`config.mk`:
```
export PLATFORM = sky130hd
export DESIGN_NAME = wav_chunk_parser_top
export DESIGN_NICKNAME = d
export VERILOG_FILES = /design/src/rtl/wcp_pkg.sv /design/src/rtl/wcp_parser.sv /design/src/rtl/wav_chunk_parser_top.sv
export SDC_FILE = /design/constraint.sdc
export NUM_CORES = 1
export LEC_CHECK = 0
export ABC_AREA = 1
export BUFFER_PORTS_ARGS = -buffer_cell sky130_fd_sc_hd__buf_2
export CORE_ASPECT_RATIO = 2
export CORE_MARGIN = 5
export CORE_UTILIZATION = 42
export CTS_CLUSTER_DIAMETER = 60
export CTS_CLUSTER_SIZE = 30
export DETAILED_ROUTE_END_ITERATION = 8
export MAX_ROUTING_LAYER = met4
export PLACE_DENSITY = 0.55
export SLEW_MARGIN = 20
export SYNTH_ARGS = -nofsm -noshare
export SYNTH_HDL_FRONTEND = slang
export SYNTH_HIERARCHICAL = 1
export SYNTH_SLANG_ARGS = --single-unit
```
`constraint.sdc`:
```
create_clock -name clk -period 7.7 [get_ports clk]
set_clock_uncertainty 0.2 [all_clocks]
set_input_delay 0.77 -clock clk [delete_from_list [all_inputs] [get_ports clk]]
set_output_delay 0.77 -clock clk [all_outputs]
set_load 0.005 [all_outputs]
```
`src/rtl/wcp_pkg.sv`:
```
// Shared types, constants and helper functions of the WAV chunk parser.
package wcp_pkg;

  // One input beat: a file byte with its framing marks.
  typedef struct packed {
    logic [7:0] file_byte;
    logic       first_byte;
    logic       end_of_file;
  } wcp_in_t;

  // One result beat.
  typedef struct packed {
    logic [2:0]  status;
    logic [7:0]  audio_byte;
    logic        frame_end;
    logic        last_audio;
    logic [15:0] channel_count;
    logic [31:0] sample_rate;
    logic [15:0] frame_bytes;
  } wcp_out_t;

  // Status codes carried in the result.
  localparam logic [2:0] ST_HEADER     = 3'd0;
  localparam logic [2:0] ST_AUDIO      = 3'd1;
  localparam logic [2:0] ST_DONE       = 3'd2;
  localparam logic [2:0] ST_BAD_RIFF   = 3'd3;
  localparam logic [2:0] ST_BAD_FORMAT = 3'd4;
  localparam logic [2:0] ST_DATA_EARLY = 3'd5;
  localparam logic [2:0] ST_MISSING    = 3'd6;

  // Parser phases.
  typedef enum logic [3:0] {
    PH_HEADER,
    PH_CHDR,
    PH_FMT,
    PH_SKIP,
    PH_DATA,
    PH_DONE,
    PH_ERR_RIFF,
    PH_ERR_FMT,
    PH_ERR_ORD,
    PH_ERR_MISS
  } phase_t;

  // Chunk IDs as they read in file order, first byte in the top lane.
  localparam logic [31:0] ID_FMT  = 32'h666D_7420;
  localparam logic [31:0] ID_DATA = 32'h6461_7461;

  localparam logic [4:0]  HDR_LEN         = 5'd12;
  localparam logic [2:0]  CHDR_LAST       = 3'd7;
  localparam logic [4:0]  FMT_STORE       = 5'd18;
  localparam logic [15:0] TAG_PCM         = 16'd1;
  localparam logic [15:0] BITS_PCM16      = 16'd16;
  localparam logic [31:0] SKIP_ALIGN_MASK = ~32'd1;

  // Complete parser state.
  typedef struct packed {
    phase_t      phase;
    logic [4:0]  idx;
    logic [31:0] chunk_id;
    logic [31:0] chunk_size;
    logic [31:0] remaining;
    logic        have_format;
    logic [15:0] format_tag;
    logic [15:0] channels_seen;
    logic [31:0] rate_seen;
    logic [15:0] align_seen;
    logic [15:0] bits_seen;
    logic [15:0] frame_position;
  } parser_state_t;

  localparam parser_state_t PARSER_RESET = '{
    phase:          PH_HEADER,
    idx:            5'd0,
    chunk_id:       32'd0,
    chunk_size:     32'd0,
    remaining:      32'd0,
    have_format:    1'b0,
    format_tag:     16'd0,
    channels_seen:  16'd0,
    rate_seen:      32'd0,
    align_seen:     16'd0,
    bits_seen:      16'd0,
    frame_position: 16'd0
  };

  // Expected byte of the RIFF....WAVE header at a given offset.
  function automatic logic [7:0] riff_hdr_byte(input logic [3:0] k);
    logic [7:0] b;
    case (k)
      4'd0:    b = 8'h52;  // R
      4'd1:    b = 8'h49;  // I
      4'd2:    b = 8'h46;  // F
      4'd3:    b = 8'h46;  // F
      4'd8:    b = 8'h57;  // W
      4'd9:    b = 8'h41;  // A
      4'd10:   b = 8'h56;  // V
      4'd11:   b = 8'h45;  // E
      default: b = 8'h00;
    endcase
    return b;
  endfunction

  // The size field of the RIFF header is not checked.
  function automatic logic riff_hdr_checked(input logic [4:0] k);
    return (k < HDR_LEN) && ((k < 5'd4) || (k >= 5'd8));
  endfunction

  // Number of fmt bytes that are kept: min(size, 18).
  function automatic logic [4:0] fmt_stored(input logic [31:0] size);
    return (size < {27'd0, FMT_STORE}) ? size[4:0] : FMT_STORE;
  endfunction

endpackage

```
`src/rtl/wcp_parser.sv`:
```
// Parser state register and the one-byte step of the RIFF/WAVE chunk walker.
module wcp_parser (
  input  logic              clk,
  input  logic              rst,
  input  logic              step,
  input  wcp_pkg::wcp_in_t  item,
  output wcp_pkg::wcp_out_t result
);
  import wcp_pkg::*;

  parser_state_t state;
  parser_state_t state_next;
  parser_state_t cur;
  logic          audio;
  logic          fend;
  logic          last;
  logic          do_finish;
  logic [2:0]    k;
  logic [31:0]   skip_len;
  logic [31:0]   rest;

  // State register; advances once per processed beat.
  always_ff @(posedge clk) begin
    if (rst) begin
      state <= PARSER_RESET;
    end else if (step) begin
      state <= state_next;
    end
  end

  // Next state and result for the byte being processed.
  always_comb begin
    cur        = item.first_byte ? PARSER_RESET : state;
    state_next = cur;
    audio      = 1'b0;
    fend       = 1'b0;
    last       = 1'b0;
    do_finish  = 1'b0;
    k          = cur.idx[2:0];
    skip_len   = 32'd0;
    rest       = 32'd0;

    unique case (cur.phase)
      PH_HEADER: begin
        if (riff_hdr_checked(cur.idx) && riff_hdr_byte(cur.idx[3:0]) != item.file_byte) begin
          state_next.phase = PH_ERR_RIFF;
        end else if (cur.idx + 5'd1 >= HDR_LEN) begin
          state_next.idx   = 5'd0;
          state_next.phase = PH_CHDR;
        end else begin
          state_next.idx = cur.idx + 5'd1;
        end
      end

      PH_CHDR: begin
        // Four ID bytes shift in, then four little-endian size bytes.
        if (!k[2]) begin
          state_next.chunk_id = {cur.chunk_id[23:0], item.file_byte};
          if (k == 3'd0) begin
            state_next.chunk_size = 32'd0;
          end
        end else begin
          state_next.chunk_size = cur.chunk_size | ({24'd0, item.file_byte} << {k[1:0], 3'b000});
        end
        state_next.idx = {2'b00, k} + 5'd1;
        if (k == CHDR_LAST) begin
          // Chunk header complete: pick how to handle the body.
          state_next.idx = 5'd0;
          if (state_next.chunk_id == ID_FMT) begin
            if (fmt_stored(state_next.chunk_size) == 5'd0) begin
              do_finish = 1'b1;
            end else begin
              state_next.phase = PH_FMT;
            end
          end else if (state_next.chunk_id == ID_DATA) begin
            if (!cur.have_format) begin
              state_next.phase = PH_ERR_ORD;
            end else begin
              state_next.remaining      = state_next.chunk_size;
              state_next.frame_position = 16'd0;
              state_next.phase = (state_next.chunk_size < {16'd0, cur.align_seen}) ?
                                 PH_DONE : PH_DATA;
            end
          end else begin
            skip_len = (state_next.chunk_size + 32'd1) & SKIP_ALIGN_MASK;
            if (skip_len == 32'd0) begin
              state_next.phase = PH_CHDR;
            end else begin
              state_next.remaining = skip_len;
              state_next.phase     = PH_SKIP;
            end
          end
        end
      end

      PH_FMT: begin
        // Store the byte into its format field by offset.
        case (cur.idx)
          5'd0:    state_next.format_tag[7:0]     = item.file_byte;
          5'd1:    state_next.format_tag[15:8]    = item.file_byte;
          5'd2:    state_next.channels_seen[7:0]  = item.file_byte;
          5'd3:    state_next.channels_seen[15:8] = item.file_byte;
          5'd4:    state_next.rate_seen[7:0]      = item.file_byte;
          5'd5:    state_next.rate_seen[15:8]     = item.file_byte;
          5'd6:    state_next.rate_seen[23:16]    = item.file_byte;
          5'd7:    state_next.rate_seen[31:24]    = item.file_byte;
          5'd12:   state_next.align_seen[7:0]     = item.file_byte;
          5'd13:   state_next.align_seen[15:8]    = item.file_byte;
          5'd14:   state_next.bits_seen[7:0]      = item.file_byte;
          5'd15:   state_next.bits_seen[15:8]     = item.file_byte;
          default: ;
        endcase
        state_next.idx = cur.idx + 5'd1;
        if (state_next.idx >= fmt_stored(cur.chunk_size)) begin
          do_finish = 1'b1;
        end
      end

      PH_SKIP: begin
        if (cur.remaining != 32'd0) begin
          state_next.remaining = cur.remaining - 32'd1;
        end
        if (state_next.remaining == 32'd0) begin
          state_next.idx   = 5'd0;
          state_next.phase = PH_CHDR;
        end
      end

      PH_DATA: begin
        audio = 1'b1;
        if (cur.remaining != 32'd0) begin
          state_next.remaining = cur.remaining - 32'd1;
        end
        state_next.frame_position = cur.frame_position + 16'd1;
        if (state_next.frame_position >= cur.align_seen) begin
          fend = 1'b1;
          state_next.frame_position = 16'd0;
          if (state_next.remaining < {16'd0, cur.align_seen}) begin
            last = 1'b1;
            state_next.phase = PH_DONE;
          end
        end
      end

      default: ;
    endcase

    // Format check once the kept fmt bytes are in.
    if (do_finish) begin
      if (state_next.format_tag != TAG_PCM || state_next.bits_seen != BITS_PCM16 ||
          state_next.rate_seen == 32'd0 || state_next.align_seen == 16'd0) begin
        state_next.phase = PH_ERR_FMT;
      end else begin
        state_next.have_format = 1'b1;
        state_next.idx         = 5'd0;
        rest = state_next.chunk_size - {27'd0, fmt_stored(state_next.chunk_size)};
        if (rest == 32'd0) begin
          state_next.phase = PH_CHDR;
        end else begin
          state_next.remaining = rest;
          state_next.phase     = PH_SKIP;
        end
      end
    end

    // The file ending early is an error.
    if (item.end_of_file) begin
      if (state_next.phase == PH_HEADER) begin
        state_next.phase = PH_ERR_RIFF;
      end else if (state_next.phase == PH_CHDR || state_next.phase == PH_FMT ||
                   state_next.phase == PH_SKIP) begin
        state_next.phase = PH_ERR_MISS;
      end
    end

    // Result fields.
    if (audio) begin
      result.status = ST_AUDIO;
    end else begin
      unique case (state_next.phase)
        PH_DONE:     result.status = ST_DONE;
        PH_ERR_RIFF: result.status = ST_BAD_RIFF;
        PH_ERR_FMT:  result.status = ST_BAD_FORMAT;
        PH_ERR_ORD:  result.status = ST_DATA_EARLY;
        PH_ERR_MISS: result.status = ST_MISSING;
        default:     result.status = ST_HEADER;
      endcase
    end
    result.audio_byte    = audio ? item.file_byte : 8'd0;
    result.frame_end     = fend;
    result.last_audio    = last;
    result.channel_count = state_next.have_format ? state_next.channels_seen : 16'd0;
    result.sample_rate   = state_next.have_format ? state_next.rate_seen : 32'd0;
    result.frame_bytes   = state_next.have_format ? state_next.align_seen : 16'd0;
  end

endmodule

```
`src/rtl/wav_chunk_parser_top.sv`:
```
// Top level of the WAV chunk parser: input register, parser step, result register.
// An accepted byte waits in the input register; the parser step loads its result beat into
//   the result register once that register is free or being drained.
// Throughput: one byte per cycle unless stalled, set by the single parser step in between.
// Reset: rst is synchronous and active high; it empties both registers and returns
//   the parser to the header phase with all stored fmt fields cleared.
module wav_chunk_parser_top (
  input  logic              clk,
  input  logic              rst,
  input  logic              item_valid,
  output logic              item_ready,
  input  wcp_pkg::wcp_in_t  item,
  output logic              result_valid,
  input  logic              result_ready,
  output wcp_pkg::wcp_out_t result
);
  import wcp_pkg::*;

  wcp_in_t  item_hold;
  logic     item_hold_valid;
  wcp_out_t step_result;
  logic     advance;

  // A held byte moves on when the result register is free or being drained.
  assign advance    = item_hold_valid && (!result_valid || result_ready);
  assign item_ready = !item_hold_valid || advance;

  // Input register.
  always_ff @(posedge clk) begin
    if (rst) begin
      item_hold_valid <= 1'b0;
    end else if (item_ready) begin
      item_hold_valid <= item_valid;
    end
    if (item_valid && item_ready) begin
      item_hold <= item;
    end
  end

  wcp_parser u_parser (
    .clk    (clk),
    .rst    (rst),
    .step   (advance),
    .item   (item_hold),
    .result (step_result)
  );

  // Result register.
  always_ff @(posedge clk) begin
    if (rst) begin
      result_valid <= 1'b0;
    end else if (advance) begin
      result_valid <= 1'b1;
    end else if (result_ready) begin
      result_valid <= 1'b0;
    end
    if (advance) begin
      result <= step_result;
    end
  end

endmodule

```
Word-level counts from Yosys, hierarchy flattened
Memory sizes are Yosys's and may differ from the RTL's.
Index checks and enable logic that the tools add are counted.
Cells by class
  add/sub/neg operators: 6
  mux-type cells: 76
  reductions and logical operators: 27
  bitwise operators: 1
  shifts and indexed selects: 1
  magnitude comparators: 11
  equality and inequality tests: 29
Operators with widths (count)
  $mux W32: 14
  $mux W218: 1
  $logic_not A32 Y1: 4
  $mux W8: 13
  $lt A32 B5 Y1 const B: 3
  $mux W96: 1
  $pmux W32 S3: 1
  $mux W16: 5
  $mux W33: 2
  $eq A32 B31 Y1 const B: 2
  $lt A32 B16 Y1: 2
  $mux W64: 1
  $mux W4: 11
  $add A32 B1 Y32 const B: 1
  $or A32 B32 Y32: 1
  $pmux W16 S2: 1
  $reduce_bool A32 Y1: 1
  $shl A8 B5 Y32: 1
  $sub A32 B1 Y32 const B: 1
  $sub A32 B5 Y32: 1
  $mux W5: 6
  $mux W9: 3
  $eq A5 B3 Y1 const B: 4
  $eq A5 B4 Y1 const B: 4
  other kinds (34): 67
Word-level totals
  output and inout bits: 79
  logic and storage cells: 176
  memories kept: 1
  ROM bits: 96
  bits in registers: 307
Memory list
  (name not given): words 16, bits a word 6, rd ports 1, clocked after memory_dff 0, wr ports 0, RTL line wcp_pkg.sv:90  | case (k)

Longest topological paths before layout
  depth after elaboration: 22
  depth in mapped cells: 41
  depth with buffers taken out: 35

Hierarchy
Netlist, hierarchy kept.
Modules (own cells, without submodules)
  wcp_parser: times used 1, area each 20374.5 um^2, seq. area each 4364.2 um^2, cells each 3508
  wav_chunk_parser_top: times used 1, area each 2703.8 um^2, seq. area each 2652.5 um^2, cells each 99

Least setup slack after synthesis
OpenSTA, ideal clock, no wires.
  path kind: input to register
  start point: input result_ready
  end point: register u_parser/state[0] (netlist bit)
  data arrival time: 5861 ps
  stages: 8
  slack: 1522 ps
  path through: inv_1 > a21oi_1 > clkbuf_1 > clkbuf_1 > clkbuf_1 > o31ai_1 > o221ai_1 > inv_1
On the way
  cells in the longest elaborated chain, start to end: 2
RTL lines
  start, declared: RTL line wav_chunk_parser_top.sv:14  | input logic result_ready,
  $logic_or A1 B1 Y1: RTL line wav_chunk_parser_top.sv:25  | assign advance = item_hold_valid && (!result_valid || result_ready);
  $logic_and A1 B1 Y1: RTL line wav_chunk_parser_top.sv:25
  net advance: RTL line wav_chunk_parser_top.sv:22  | logic advance;
  end signal, assigned: RTL line wcp_parser.sv:27  | state <= state_next;
  end, declared: RTL line wcp_parser.sv:11  | parser_state_t state;
The timed path passes the listed nets, and every way through them passes these cells.
A chain may end at the register's enable or synchronous reset.

Worst setup path in the final report
  start point: register item_hold[1] (netlist bit)
  end point: register result[75] (netlist bit) (data pin)
On the way
  cells in the longest elaborated chain, start to end: 21
  elaborated cells between the ends (all ways): 116
  those cells by class: add/sub (5); order compare (11); eq/ne (27); shift (1); mux (51); bitwise (1); reduce/logical (19); memory (1)
RTL lines
  start, declared: RTL line wav_chunk_parser_top.sv:19  | wcp_in_t item_hold;
  start signal, assigned: RTL line wav_chunk_parser_top.sv:36  | item_hold <= item;
  $mux W218 (*): RTL line wcp_parser.sv:33  | cur = item.first_byte ? PARSER_RESET : state;
  $shl A8 B5 Y32 or $logic_not A3 Y1 (tied branches): RTL line wcp_parser.sv:63, wcp_parser.sv:59
  $or A32 B32 Y32 or $mux W32 (tied branches): RTL line wcp_parser.sv:63, wcp_parser.sv:59
  $mux W32: RTL line wcp_parser.sv:57  | if (!k[2]) begin
  $mux W32: RTL line wcp_parser.sv:43  | unique case (cur.phase)
  $mux W64, or another cell as far along: RTL line wcp_parser.sv:43
  $lt A32 B5 Y1, or another cell as far along: RTL line wcp_pkg.sv:111  | return (size < {27'd0, FMT_STORE}) ? size[4:0] : FMT_STORE;
  $mux W5, or another cell as far along: RTL line wcp_pkg.sv:111
  [... 4 more ...]
  $mux W9: RTL line wcp_parser.sv:149  | if (do_finish) begin
  $eq A4 B1 Y1 or $eq A4 B2 Y1 (tied branches): RTL line wcp_parser.sv:170  | end else if (state_next.phase == PH_CHDR || state_next.phase == PH_FMT ||
  $logic_or A1 B1 Y1 (2 in series): RTL line wcp_parser.sv:170
  $mux W4: RTL line wcp_parser.sv:170
  $mux W4: RTL line wcp_parser.sv:168  | if (state_next.phase == PH_HEADER) begin
  $mux W4: RTL line wcp_parser.sv:167  | if (item.end_of_file) begin
  $eq A4 B4 Y1 or $eq A4 B3 Y1 (tied branches): RTL line wcp_parser.sv:180  | unique case (state_next.phase)
  $pmux W3 S5: RTL line wcp_parser.sv:180
  end signal, assigned: RTL line wav_chunk_parser_top.sv:58  | result <= step_result;
  end, declared: RTL line wav_chunk_parser_top.sv:15  | output wcp_pkg::wcp_out_t result
Every way passes the cells marked *; elsewhere a longest branch is shown, timed or not. The select of a mux whose other input is x is not followed.

==> results.md <==
- Maximum number of pins on one net before global-route repair: approximately 230
- Antenna viol nets, final: 0
- Area of the die: 60020 sq um
- Post-CTS Setup Inserts: 0
- Post-synthesis compound-gate area fraction: between 10% and 20%
- PD cells: ~170 nW/um^2
- Part of the cycle the worst path needs: between 80% and 90%
- Initial Util: between 40% and 50%
- Setup violators final: 0
- WP data arrival: between 7 and 8 ns
- Sequential area share after synthesis: between 30 and 40%
- DIE WIDTH: roughly 180 um
- Initial drt markers: about 2300
- Hold WC Path Type: in -> reg
- Setup_tns: 0 ns
- Slowest stage delay, CP: about 0.66 ns
- CP most frequent cell: nand2_1
- Yosys top cell by area: dfxtp_1
- Slew HR: between 20% and 30%
- Synth unique cells: 60
- Via count: roughly 25000
- DRT Pass-1 Iters: 6
- Post-synth EDFFs: between 80 and 90
- CP required: 7.86 ns
- Grt ovf: 0
- Clk buf depth: 3
- TritonCTS clock tree: done
- # clock sinks: 307
- Vias per cell: around 5.9
- Synth area leaders: dfxtp_1, nand2_1, edfxtp_1
- Highest fanout seen on the critical path: 78
- Status: completed
- I/O pin count: 93
- Startpoint types: flop
- Leak: around 0.012 uW
- Syn nets: around 3700
- Layout cells sized above 1: around 7.4%
- Final Power: between 4000 and 5000 uW
- Vias in the first global route: 24268
- Yosys reg bits: around 310
- Post-synthesis adder-cell area fraction: 3.144%
- Final Critical Period: roughly 7 ns
- Async S/R FF share, synth: 0%
- Final Hold Fails: 0
- Post-synth top flop: dfxtp_1
- Max Slew Vio Count: 0
- Mux contribution to synthesized area: 0%
- Area added between synthesis and finish: 7.541%
- Kind of critical path: reg -> reg
- Critical path's slowest cell: nand2_1
- Maximum vdd drop: around 0.25 mV
- Tot GR Track Use: 33.77%
- Final #Nets: between 3000 and 4000
- # DRC: 0
- Die height: 341.5 um
- Yosys Warn Count: 6
- CP Capture Type: flop
- Port buffer count: 92
- Routed wire length: between 100 and 150 mm
- RSZ-0062 raised after global routing: no
- H-tree levels: 1
- Post-CTS Hold Buffers: 0
- Antenna violations before repair: 1
- Site row count: between 100 and 150
- Core area: 54500 sq um
- Filler instances: between 5000 and 6000
- Post-synthesis simple-gate area fraction: a little under a third
- Pin slew with the least headroom to its limit: between 1 and 1.5 ns
- Main combinational cell family by area after synthesis: simple AND/OR/NAND/NOR gates
- Max Clk Rate: about 150 MHz
- Wire per inst: 23.79 um
- DPL Wire Length: about 75 mm
- Clock latency on the worst-skew pair: roughly 0.63 ns
- Root Driver: clkbuf_16
- First-pass GRT wire length: ~150 mm
- GPL Wtd Cong: around 1.1
- Post-cts sizing count: 0
- Worst-path clk slew: roughly 0.10 ns
- Synth Cell Area: between 20000 and 25000 sq um
- MaxCap Viol Count: 0
- TritonCTS buffer count: 26
- Yosys top cell area share: a little under a fifth
- Xor/xnor cell area share of the yosys netlist: about 2.1%
- Post-Synthesis Cells: ~3600
- Avg Cell Area, Syn: ~6.4 sq um
power breakdown:
group	leakage (uW)	switching, uW	total (uW)	internal, uW
Clock	0.000487	865	1590	721
Combinational	0.00878	629	860	231
Sequential	0.00268	47.5	1790	1740
state kept, by name, indices dropped and copies added, names as in the netlist:
| signal | count |
|---|---|
| item_hold | 10 |
| item_hold_valid | 1 |
| result | 77 |
| result_valid | 1 |
| u_parser/state | 218 |
cells in the mapped netlist (58+ instances only):
| cell type | count |
|---|---|
| a21oi_1 | 156 |
| nand4_1 | 95 |
| o211ai_1 | 141 |
| inv_1 | 561 |
| edfxtp_1 | 87 |
| ha_1 | 58 |
| nand2_1 | 762 |
| nand3_1 | 266 |
| dfxtp_1 | 220 |
| clkbuf_1 | 132 |
| o21ai_0 | 293 |
| nor2_1 | 402 |
cell usage in the layout (no fill, tap or decap), types with 6 or more instances in the layout:
master / n
o221ai_1: 45
a221oi_1: 18
o22ai_1: 14
nand4_1: 95
nand3_2: 9
inv_2: 8
nor2_2: 12
ha_1: 58
dfxtp_1: 220
nor2_1: 399
a31oi_1: 7
o21ai_1: 12
o21ai_0: 293
nand2_2: 24
clkbuf_16: 26
a22oi_1: 10
inv_1: 561
nor3_1: 52
nor2_4: 6
o31ai_1: 12
o211ai_1: 141
buf_2: 92
nand3_1: 266
xor2_1: 51
a21oi_1: 155
edfxtp_1: 87
buf_4: 40
nand2_1: 762
inv_16: 6
nor4_1: 27
per-stage QoR:
step | hold slack (ns) | cells | instance area (sq um) | setup slack (ns) | utilization [%]
2_1_floorplan | 0.2453 | 3607 | 23080 | 1.522 | -
3_3_place_gp | 0.2512 | 4215 | 23790 | 1.015 | 43.65
3_5_place_dp | 0.2553 | 4215 | 23790 | 0.9415 | 43.65
4_1_cts | 0.08818 | 4263 | 24820 | 0.9016 | 45.53
5_1_grt | 0.09696 | 4264 | 24820 | 0.4319 | 45.54
6_report | 0.1186 | 4264 | 24820 | 0.8460 | 45.54
logic make-up after synthesis:
family	count (synthesis)
buffers and inverters	778
flip-flops	307
AND/OR/NAND/NOR	1671
adder cells (fa/ha/maj)	58
XOR/XNOR	56
AO/OA/AOI/OAI	736
other	1
routing by layer:
| metal | share of wire, % | global-route usage (%) |
|---|---|---|
| met1 | 35 | 34.48 |
| met2 | 51 | 59.76 |
| met3 | 5.0 | 2.907 |
| met4 | 9.3 | 25.04 |
| met5 | 0 | - |
critical path, delay by kind of cell (launching register included):
family,cells,cell delay (ns)
xor gates and xnor gates,1,0.43
AOI/OAI and AO/OA,7,0.95
adders and majority gates,1,0.19
DFF,1,0.48
and+or+nand+nor,16,2.71
buffers and inverters,6,1.59
final timing paths:
check	startpoint	endpoint	slack, ns	cells past startpoint
setup / recovery	item_hold[1]$_DFFE_PP_	result[75]$_DFFE_PP_	0.85	31
hold / removal	item[9]	item_hold[9]$_DFFE_PP_	0.12	1
setup reg to reg	item_hold[1]$_DFFE_PP_	result[75]$_DFFE_PP_	0.85	31
hold reg to reg	u_parser/state[130]$_SDFFE_PP0P_	u_parser/state[130]$_SDFFE_PP0P_	0.27	2
area by class of cell:
type | count | area (sq um) | share of cell area, %
multi-input combinational | 2522 | 12970 | 52.26
timing repair buffer | 133 | 780.7 | 3.146
clock buffer | 26 | 650.6 | 2.621
tap | 676 | 845.8 | 3.408
sequential | 307 | 7017 | 28.27
inverter | 577 | 2175 | 8.762
clock inverter | 22 | 377.9 | 1.522
antenna | 1 | 2.502 | 0.01008
(Power assumes the default switching activity.)
